==> config.mk <==
export PLATFORM = sky130hd
export DESIGN_NAME = status_frame_deframer
export DESIGN_NICKNAME = d
export VERILOG_FILES = /design/src/hw/rtl/sfd_pkg.sv /design/src/hw/rtl/sfd_frame_track.sv /design/src/hw/rtl/sfd_out_reg.sv /design/src/hw/rtl/status_frame_deframer.sv
export SDC_FILE = /design/constraint.sdc
export NUM_CORES = 1
export LEC_CHECK = 0
export BUFFER_PORTS_ARGS = -buffer_cell sky130_fd_sc_hd__clkbuf_2
export CELL_PAD_IN_SITES_DETAIL_PLACEMENT = 0
export CELL_PAD_IN_SITES_GLOBAL_PLACEMENT = 2
export CORE_MARGIN = 1.5
export CORE_UTILIZATION = 44
export DETAILED_ROUTE_END_ITERATION = 8
export PLACE_DENSITY_LB_ADDON = 0.1
export SYNTH_ARGS = -nofsm -noshare
export SYNTH_HDL_FRONTEND = slang
export SYNTH_SLANG_ARGS = --single-unit
==> constraint.sdc <==
create_clock -name clk -period 7.2 [get_ports clk]
set_input_delay 1.44 -clock clk [delete_from_list [all_inputs] [get_ports clk]]
set_output_delay 1.44 -clock clk [all_outputs]
set_load 0.03 [all_outputs]
==> src/hw/rtl/sfd_pkg.sv <==
// package for the status frame deframer
// frame layout constants, error codes and the result record; no dependencies
package sfd_pkg;

	localparam int POS_W = 5;
	localparam int PAYLOAD_LEN = 21;
	localparam int PIDX_W = $clog2(PAYLOAD_LEN);
	localparam int TDATA_OUT_W = 176;

	localparam logic [POS_W-1:0] POS_SYNC0    = 5'd0;
	localparam logic [POS_W-1:0] POS_SYNC1    = 5'd1;
	localparam logic [POS_W-1:0] POS_TYPE     = 5'd2;
	localparam logic [POS_W-1:0] POS_LENGTH   = 5'd3;
	localparam logic [POS_W-1:0] POS_PAYLOAD  = 5'd4;
	localparam logic [POS_W-1:0] POS_SUM      = 5'd25;
	localparam logic [POS_W-1:0] POS_TRAIL0   = 5'd26;
	localparam logic [POS_W-1:0] POS_TRAIL1   = 5'd27;
	localparam logic [POS_W-1:0] FRAME_LEN    = 5'd28;
	localparam logic [POS_W-1:0] MIN_LEN      = 5'd7;

	localparam logic [7:0] SYNC0_BYTE  = 8'hAA;
	localparam logic [7:0] SYNC1_BYTE  = 8'h55;
	localparam logic [7:0] TYPE_BYTE   = 8'h01;
	localparam logic [7:0] LENGTH_BYTE = 8'd21;
	localparam logic [7:0] TRAIL0_BYTE = 8'h0D;
	localparam logic [7:0] TRAIL1_BYTE = 8'h0A;

	typedef enum logic [2:0] {
		ERR_OK       = 3'd0,
		ERR_SHORT    = 3'd1,
		ERR_SYNC     = 3'd2,
		ERR_TYPE     = 3'd3,
		ERR_LENGTH   = 3'd4,
		ERR_SUM      = 3'd5,
		ERR_TRAILER  = 3'd6
	} err_code_t;

	typedef struct packed {
		logic               frame_ok;
		err_code_t          error_code;
		logic [31:0]        timestamp;
		logic [7:0]         vehicle_id;
		logic [31:0]        easting_cm;
		logic [31:0]        northing_cm;
		logic signed [15:0] heading_decideg;
		logic [15:0]        speed_decimps;
		logic [7:0]         battery_percent;
		logic signed [15:0] tilt_decideg;
		logic [7:0]         vehicle_mode;
	} result_t;

endpackage

==> src/hw/rtl/sfd_frame_track.sv <==
// per-byte frame tracking: position, running xor, first fault, payload store
// builds the result record on the last byte; uses sfd_pkg
module sfd_frame_track (
	input  logic            clk,
	input  logic            arst_n,
	input  logic            take,
	input  logic [7:0]      rx_byte,
	input  logic            end_of_buffer,
	output logic            res_valid,
	output sfd_pkg::result_t res
);
	import sfd_pkg::*;

	logic [POS_W-1:0] pos_q;
	logic [7:0]       xor_q;
	err_code_t        fault_q;
	logic [7:0]       store_q [PAYLOAD_LEN];

	logic [POS_W-1:0] pos_next;
	logic [7:0]       xor_next;
	err_code_t        fault_next;
	err_code_t        hit;
	err_code_t        code;
	logic             in_frame;
	logic             in_payload;
	logic [POS_W-1:0] pidx_full;

	assign in_frame   = pos_q < FRAME_LEN;
	assign in_payload = (pos_q >= POS_PAYLOAD) && (pos_q < POS_SUM);
	assign pidx_full  = pos_q - POS_PAYLOAD;
	assign pos_next   = in_frame ? pos_q + 5'd1 : pos_q;
	assign xor_next   = (in_frame && pos_q >= POS_TYPE && pos_q < POS_SUM) ?
		(xor_q ^ rx_byte) : xor_q;

	always_comb begin
		hit = ERR_OK;
		if (in_frame) begin
			unique case (pos_q)
				POS_SYNC0:  if (rx_byte != SYNC0_BYTE) hit = ERR_SYNC;
				POS_SYNC1:  if (rx_byte != SYNC1_BYTE) hit = ERR_SYNC;
				POS_TYPE:   if (rx_byte != TYPE_BYTE) hit = ERR_TYPE;
				POS_LENGTH: if (rx_byte != LENGTH_BYTE) hit = ERR_LENGTH;
				POS_SUM:    if (rx_byte != xor_q) hit = ERR_SUM;
				POS_TRAIL0: if (rx_byte != TRAIL0_BYTE) hit = ERR_TRAILER;
				POS_TRAIL1: if (rx_byte != TRAIL1_BYTE) hit = ERR_TRAILER;
				default:    hit = ERR_OK;
			endcase
		end
		fault_next = (fault_q == ERR_OK) ? hit : fault_q;
	end

	always_comb begin
		priority if (pos_next < MIN_LEN) begin
			code = ERR_SHORT;
		end else if (fault_next == ERR_SYNC || fault_next == ERR_TYPE ||
			fault_next == ERR_LENGTH) begin
			code = fault_next;
		end else if (pos_next < FRAME_LEN) begin
			code = ERR_SHORT;
		end else begin
			code = fault_next;
		end
	end

	always_comb begin
		res = '0;
		res.error_code = code;
		if (code == ERR_OK) begin
			res.frame_ok        = 1'b1;
			res.timestamp       = {store_q[3], store_q[2], store_q[1], store_q[0]};
			res.vehicle_id      = store_q[4];
			res.easting_cm      = {store_q[8], store_q[7], store_q[6], store_q[5]};
			res.northing_cm     = {store_q[12], store_q[11], store_q[10], store_q[9]};
			res.heading_decideg = {store_q[14], store_q[13]};
			res.speed_decimps   = {store_q[16], store_q[15]};
			res.battery_percent = store_q[17];
			res.tilt_decideg    = {store_q[19], store_q[18]};
			res.vehicle_mode    = store_q[20];
		end
	end

	assign res_valid = take && end_of_buffer;

	always_ff @(posedge clk or negedge arst_n) begin
		if (!arst_n) begin
			pos_q   <= '0;
			xor_q   <= '0;
			fault_q <= ERR_OK;
		end else if (take) begin
			if (end_of_buffer) begin
				pos_q   <= '0;
				xor_q   <= '0;
				fault_q <= ERR_OK;
			end else begin
				pos_q   <= pos_next;
				xor_q   <= xor_next;
				fault_q <= fault_next;
			end
		end
	end

	always_ff @(posedge clk) begin
		if (take && in_payload) begin
			store_q[pidx_full[PIDX_W-1:0]] <= rx_byte;
		end
	end

endmodule

==> src/hw/rtl/sfd_out_reg.sv <==
// result register between the byte side and the result stream
// holds one result until the receiver takes it; uses sfd_pkg
module sfd_out_reg (
	input  logic             clk,
	input  logic             arst_n,
	input  logic             load,
	input  sfd_pkg::result_t load_res,
	input  logic             out_ready,
	output logic             out_valid,
	output logic             can_load,
	output sfd_pkg::result_t out_res
);
	import sfd_pkg::*;

	logic    valid_q;
	result_t res_q;

	assign can_load  = !valid_q || out_ready;
	assign out_valid = valid_q;
	assign out_res   = res_q;

	always_ff @(posedge clk or negedge arst_n) begin
		if (!arst_n) begin
			valid_q <= 1'b0;
		end else if (load) begin
			valid_q <= 1'b1;
		end else if (out_ready) begin
			valid_q <= 1'b0;
		end
	end

	always_ff @(posedge clk) begin
		if (load) begin
			res_q <= load_res;
		end
	end

endmodule

==> src/hw/rtl/status_frame_deframer.sv <==
// top level of the status frame deframer
// instantiates sfd_frame_track and sfd_out_reg; uses sfd_pkg
//
// usage:
//   byte stream in on s_tvalid/s_tready/s_tdata, s_tlast on the last byte
//   of a buffer. one byte is taken per cycle when s_tready is high.
//   frame layout: AA 55, type 01, length 21, 21 payload bytes, xor
//   checksum of type..payload, trailer 0D 0A; bytes past the 28th ignored.
//   one result item per buffer on m_tvalid/m_tready/m_tdata, shown the
//   cycle after the last byte is taken; throughput one byte per cycle when
//   s_tready is high, as each byte needs only a compare, an xor and a store.
//   on error frame_ok is 0 and all status fields are zero.
//   reset clears position, checksum and fault state and drops a pending
//   result. when the receiver stalls the result is held and s_tready
//   stays high only while the result register is free or being emptied.
module status_frame_deframer (
	input  logic                             clk,
	input  logic                             arst_n,
	input  logic                             s_tvalid,
	output logic                             s_tready,
	input  logic [7:0]                       s_tdata,  // rx_byte[7:0]
	input  logic                             s_tlast,  // end_of_buffer
	output logic                             m_tvalid,
	input  logic                             m_tready,
	// frame_ok[0], error_code[3:1], timestamp[35:4], vehicle_id[43:36],
	// easting_cm[75:44], northing_cm[107:76], heading_decideg[123:108],
	// speed_decimps[139:124], battery_percent[147:140],
	// tilt_decideg[163:148], vehicle_mode[171:164], zero pad[175:172]
	output logic [sfd_pkg::TDATA_OUT_W-1:0] m_tdata
);
	import sfd_pkg::*;

	logic    take;
	logic    res_valid;
	logic    can_load;
	result_t res;
	result_t out_res;

	assign s_tready = can_load;
	assign take     = s_tvalid && s_tready;

	sfd_frame_track u_track (
		.clk           (clk),
		.arst_n        (arst_n),
		.take          (take),
		.rx_byte       (s_tdata),
		.end_of_buffer (s_tlast),
		.res_valid     (res_valid),
		.res           (res)
	);

	sfd_out_reg u_out (
		.clk       (clk),
		.arst_n    (arst_n),
		.load      (res_valid),
		.load_res  (res),
		.out_ready (m_tready),
		.out_valid (m_tvalid),
		.can_load  (can_load),
		.out_res   (out_res)
	);

	assign m_tdata = {
		4'd0,
		out_res.vehicle_mode,
		out_res.tilt_decideg,
		out_res.battery_percent,
		out_res.speed_decimps,
		out_res.heading_decideg,
		out_res.northing_cm,
		out_res.easting_cm,
		out_res.vehicle_id,
		out_res.timestamp,
		out_res.error_code,
		out_res.frame_ok
	};

endmodule

# Word level (Yosys, flattened, before mapping)
# Memories as Yosys holds them, arrays and structs flattened. A register that Yosys moved wholly into a read port is not among the register bits.
# Cells that the tools add are included.
[op_classes] mux=23 addsub=2 n_lt_le_gt_ge=6 n_eq_ne=16 bitwise=1 reduce_logical=37
[ops] cell="$mux W3" count=10
[ops] cell="$logic_not A1 Y1" count=22
[ops] cell="$pmux W3 S7" count=1
[ops] cell="$mux W8" count=2
[ops] cell="$ne A8 B4 Y1 const B" count=2
[ops] cell="$eq A5 B5 Y1 const B" count=3
[ops] cell="$lt A5 B5 Y1 const B" count=3
[ops] cell="$eq A5 B2 Y1 const B" count=2
[ops] cell="$mux W5" count=2
[ops] cell="$ne A8 B1 Y1 const B" count=1
[ops] cell="$ne A8 B5 Y1 const B" count=1
[ops] cell="$ne A8 B7 Y1 const B" count=1
[ops] cell="$ne A8 B8 Y1" count=1
[ops] cell="$ne A8 B8 Y1 const B" count=1
[ops] cell="$xor A8 B8 Y8" count=1
[ops] cell="$eq A3 B2 Y1 const B" count=2
[ops] cell="$logic_and A1 B1 Y1" count=6
[ops] cell="$logic_not A3 Y1" count=2
[ops] cell="$mux W2" count=3
[ops] cell="$add A5 B1 Y5 const B" count=1
[ops] cell="$eq A5 B1 Y1 const B" count=1
[ops] cell="$ge A5 B2 Y1 const B" count=1
[ops] cell="$ge A5 B3 Y1 const B" count=1
[ops] cell="$logic_not A5 Y1" count=1
[ops] cell="other kinds (7)" count=14
[totals] output_inout_bits=178 regBits=21 word_cells=92 n_memories=1 ramBits=168
[mem_list] name="u_track.store_q" words=21 word_bits=8 rd=21 rd_clocked_by_memory_dff=21 write_ports=1 line_no="sfd_frame_track.sv:17" text="logic [7:0] store_q [PAYLOAD_LEN];"

# Logic depth before layout (Yosys ltp)
[logic_depth] word_depth=12 mapped_depth=12 ltp_nobuf=8

# Hierarchy
# A second synthesis with hierarchy kept.
[unflattened] hier_cells=922 area_unflattened_um2=13350.3
[by_module_without_submodules] module="sfd_frame_track" n_inst=1 area_each_um2=8097.8 cells_per_inst=741
[by_module_without_submodules] module="sfd_out_reg" n_inst=1 area_each_um2=5212.5 cells_per_inst=175
[by_module_without_submodules] module="status_frame_deframer" n_inst=1 area_each_um2=40.0 cells_per_inst=6

# Least setup slack after synthesis
# No wires, ideal clock.
[synth_timing] kind="input port to flip-flop" start="in m_tready" end="reg u_out.out_res[0] (netlist name)" setup_time_ns=0.525 path_stages=4 arrival_ns=5.464 setup_slack_ns=1.211 cell_sequence="nand2b_1 -> and2_1 -> nand2_1 -> inv_1"
[synth_between] elab_chain_len=3
[synth_rtl] element="from (decl)" line_no="status_frame_deframer.sv:24" text="input logic m_tready,"
[synth_rtl] element="$logic_or A1 B1 Y1" line_no="sfd_out_reg.sv:18" text="assign can_load = !valid_q || out_ready;"
[synth_rtl] element="$logic_and A1 B1 Y1" line_no="status_frame_deframer.sv:40" text="assign take = s_tvalid && s_tready;"
[synth_rtl] element="$logic_and A1 B1 Y1" line_no="sfd_frame_track.sv:82" text="assign res_valid = take && end_of_buffer;"
[synth_rtl] element="via res_valid" line_no="status_frame_deframer.sv:34" text="logic res_valid;"
# The timed path passes the listed nets, and every way through them passes these cells.
# A chain may end at the register's enable or synchronous reset.

# Final worst setup path
[layout_timing] start="in s_tdata[3]" end="reg u_out.out_res[16] (netlist name)"
[layout_between] elab_chain_len=12 word_cells_on_any_way=27 classes_between="eq/ne (10); mux (13); reduce/logical (4)"
[layout_rtl] element="from (decl)" line_no="status_frame_deframer.sv:21" text="input logic [7:0] s_tdata,"
[layout_rtl] element="$ne A8 B8 Y1, or another cell as far along" line_no="sfd_frame_track.sv:43" text="POS_SUM: if (rx_byte != xor_q) hit = ERR_SUM;"
[layout_rtl] element="$mux W3, or another cell as far along" line_no="sfd_frame_track.sv:43"
[layout_rtl] element="$pmux W3 S7 (*)" line_no="sfd_frame_track.sv:38" text="unique case (pos_q)"
[layout_rtl] element="$mux W3 (*)" line_no="sfd_frame_track.sv:37" text="if (in_frame) begin"
[layout_rtl] element="$mux W3 (*)" line_no="sfd_frame_track.sv:49" text="fault_next = (fault_q == ERR_OK) ? hit : fault_q;"
[layout_rtl] element="$eq A3 B2 Y1" line_no="sfd_frame_track.sv:55" text="end else if (fault_next == ERR_SYNC || fault_next == ERR_TYPE ||"
[layout_rtl] element="$logic_or A1 B1 Y1 (2 in a row)" line_no="sfd_frame_track.sv:55"
[layout_rtl] element="$mux W3 (*)" line_no="sfd_frame_track.sv:55"
[layout_rtl] element="$mux W3 (*)" line_no="sfd_frame_track.sv:53" text="priority if (pos_next < MIN_LEN) begin"
[layout_rtl] element="$logic_not A3 Y1 (*)" line_no="sfd_frame_track.sv:68" text="if (code == ERR_OK) begin"
[layout_rtl] element="$logic_not A1 Y1 (no line) (*)"
# Mark *: on every way between the ends. The rest lies on a longest branch, timed or not.

==> results.sh <==
export IMPL_synth_top_area_share_pct=72.41
export IMPL_fin_tns_setup_ps=0
export IMPL_syn_cell_area_mm2=0.01410
export IMPL_setup_viol=0
export IMPL_relSlewSlack_pct=14.68
export IMPL_wl_mm=31.24
export IMPL_htreeDepth=2
export IMPL_worstSetupPathType="in -> reg"
export IMPL_cpLargestDelayFamily="simple AND/OR/NAND/NOR gates"
export IMPL_critPathMaxStageDelay_ps=830
export IMPL_fmax_mhz=221.2
export IMPL_maxCapViolations=0
export IMPL_worst_path_buf_inv=2
export IMPL_cts_buffers=38
export IMPL_ys_warn_count=0
export IMPL_critPathArrivalTime_ps=4750
export IMPL_crit_slowest_cell="or4_4"
export IMPL_gr_total_overflow=0
export IMPL_finalCriticalPeriod_ps=4520
export IMPL_final_nets=1145
export IMPL_num_rows=65
export IMPL_seqPwrFrac_pct=47.5
export IMPL_p_switching_mw=1.425
export IMPL_ys_seq_area_share_pct=75.43
export IMPL_avgRoutedWirePerCell_um=20.10
export IMPL_crit_fanout=57
export IMPL_drive_above_1_share_pct=31.94
export IMPL_ys_ff_latch=357
export IMPL_ioPinCount=191
export IMPL_end_kind="flip-flop"
export IMPL_swShare_pct=28.70
export IMPL_fin_skew_ps=15.76
export IMPL_clkPwrFrac_pct=37.6
export IMPL_syn_to_final_growth_pct=17.25
export IMPL_grt_pass1_vias=7539
export IMPL_ys_flop_type="edfxtp_1"
export IMPL_initial_core_util_pct=44.68
export IMPL_synth_edf_count=340
export IMPL_finalCritPeriodShare_pct=62.78
export IMPL_detail_route_vias_per_cell=4.949
export IMPL_synth_cell_type_count=50
export IMPL_grt_use_total_pct=19.15
export IMPL_dr_first_iter_drc_count=622
export IMPL_final_common_cell="edfxtp_1"
export IMPL_cts_resized=0
export IMPL_grt_max_degree=103
export IMPL_synth_cells=934
export IMPL_clk_latency_ps=520
export IMPL_status="completed"
export IMPL_ctsLongestPathBuffers=3
export IMPL_hold_viol=0
export IMPL_core_area_mm2=0.03156
export IMPL_cts_tree="yes"
export IMPL_crit_path_cell_trace="clkbuf_2 -> and4bb_2 -> a2111oi_0 -> nor3_2 -> a22oi_2 -> or4_4 -> buf_4 -> nor3_1"
export IMPL_num_antenna_cells=0
export IMPL_power_density_mw_per_mm2=300.3
export IMPL_syn_avg_cell_area_um2=15.10
export IMPL_dp_hpwl_mm=18.33
export IMPL_root_buffer="clkbuf_16"
export IMPL_drv_slew=0
export IMPL_synth_top_cell_by_area="edfxtp_1"
export IMPL_route_detailed_drc=0
export IMPL_stdcell_area_mm2=0.01653
export IMPL_dpl_instance_area_mm2=0.01535
export IMPL_power_leakage_nw=6.188
export IMPL_grt_first_pass_wirelength_mm=46.83
export IMPL_dr_total_vias=7691
export IMPL_clock_sinks=357
export IMPL_dr_pass1_iters=5
export IMPL_die_x_um=182.0
export IMPL_fp_dieArea_mm2=0.03313
export IMPL_ir_drop_mv=0.2331
export IMPL_crit_required_ps=7430
export IMPL_worstMarginPinSlew_ps=1275
export IMPL_holdCritPathClass="reg -> reg"
export IMPL_path_clk_slew_ps=60
export IMPL_p_int_mw=3.540
export IMPL_holdBufCountCts=0
export IMPL_rsz0062_at_grt="false"
export IMPL_critPathLaunchType="input pin"
export IMPL_port_buffers=186
export IMPL_antenna_found_initial=0
export IMPL_detail_route_antenna_nets=0
export IMPL_async_flop_share_pct=4.762
export IMPL_chipHeight_um=182.0
export IMPL_power_frac_comb_pct=14.9
export IMPL_ys_top_cells_by_area="edfxtp_1, nor3_2, inv_1, dfrtp_1, nor3_1"
export IMPL_cts_setup_buffers=0
export IMPL_layout_common_cells="edfxtp_1, clkbuf_2, inv_1"
export IMPL_gp_congestion=0.7579
cell families (layout without fill, tap and decap cells):
logic type      count (synthesis)  after routing  synth area share [%]
simple gates                  269            269                 13.50
compound gates                 57             57                 2.600
flops                         357            357                 75.43
fa+ha+maj                       9              9                0.7987
xor+xnor                       11             11                0.6833
other cells                     1              4               0.02660
buf+inv                       230            445                 6.966
metal layers:
layer  vias up  track usage, %  wire [um]
li1       3654               -          -
met2       210           31.25      15100
met1      3778           26.64      13820
met5         -               0          0
met4         0           5.719        781
met3        49           3.028       1535
final timing paths:
| check | startpoint | end | slack [ps] | cells after the start |
|---|---|---|---|---|
| min | u_track.xor_q[3] | u_track.xor_q[3] | 510 | 1 |
| max reg2reg | u_track.pos_q[2] | u_out.out_res[65] | 3350 | 9 |
| min in group asynchronous | arst_n | u_track.xor_q[4] | 860 | 1 |
| max | s_tdata[3] | u_out.out_res[16] | 2680 | 8 |
| min reg2reg | u_track.xor_q[3] | u_track.xor_q[3] | 510 | 1 |
| max in group asynchronous | arst_n | u_track.pos_q[4] | 6000 | 1 |
cell type report:
class,count,area [um2]
fill,2750,15020
inverter,180,680.7
timing repair buffer,196,1018
clock inverter,25,206.4
clock buffer,44,973.4
tap,402,503.0
sequential,357,10640
multi-input combinational,350,2515
cell usage after synthesis (2+ instances only):
cell type	count
clkbuf_1	25
o211ai_1	2
buf_2	8
nor3_1	63
a41oi_1	2
and3_1	3
o21ai_0	22
a32oi_1	2
dfrtp_1	17
and2_1	3
nand4_1	5
a21o_1	3
a31oi_1	2
edfxtp_1	340
xnor2_1	10
nand2b_1	5
nor2_1	38
ha_1	9
a21oi_1	11
a32o_1	2
or3_1	2
buf_4	5
nor4b_1	2
nand2_1	21
nand3_1	6
nor3_2	111
buf_6	12
or4_1	2
inv_1	180
sequential cells by signal, summed over array words and instances, names as in the netlist:
signal           count
u_out.out_res      172
u_out.out_valid      1
u_track.fault_q      3
u_track.pos_q        5
u_track.store_q    168
u_track.xor_q        8
stage by stage:
stage,setup WS [ps],instances,utilization [%],hold WS (ps),total power [mW]
floorplan,1211,937,-,470.1,3.054
global placement,2189,1485,48.65,486.5,3.158
detailed placement,2166,1485,48.65,494.5,3.157
CTS,2723,1554,52.39,505.1,5.026
global route,2455,1554,52.39,522.1,5.154
finish,2680,1554,52.39,506.9,4.965
power by group through the flow:
stage	sequential, mW	clock (mW)	combinational [mW]
final	2.36	1.87	0.738
after CTS	2.36	1.91	0.756
after global placement	2.40	0	0.755
after global routing	2.36	1.99	0.804
after floorplan	2.47	0	0.589
after detailed placement	2.40	0	0.754
Note: power is estimated with default switching activity, not from simulation.
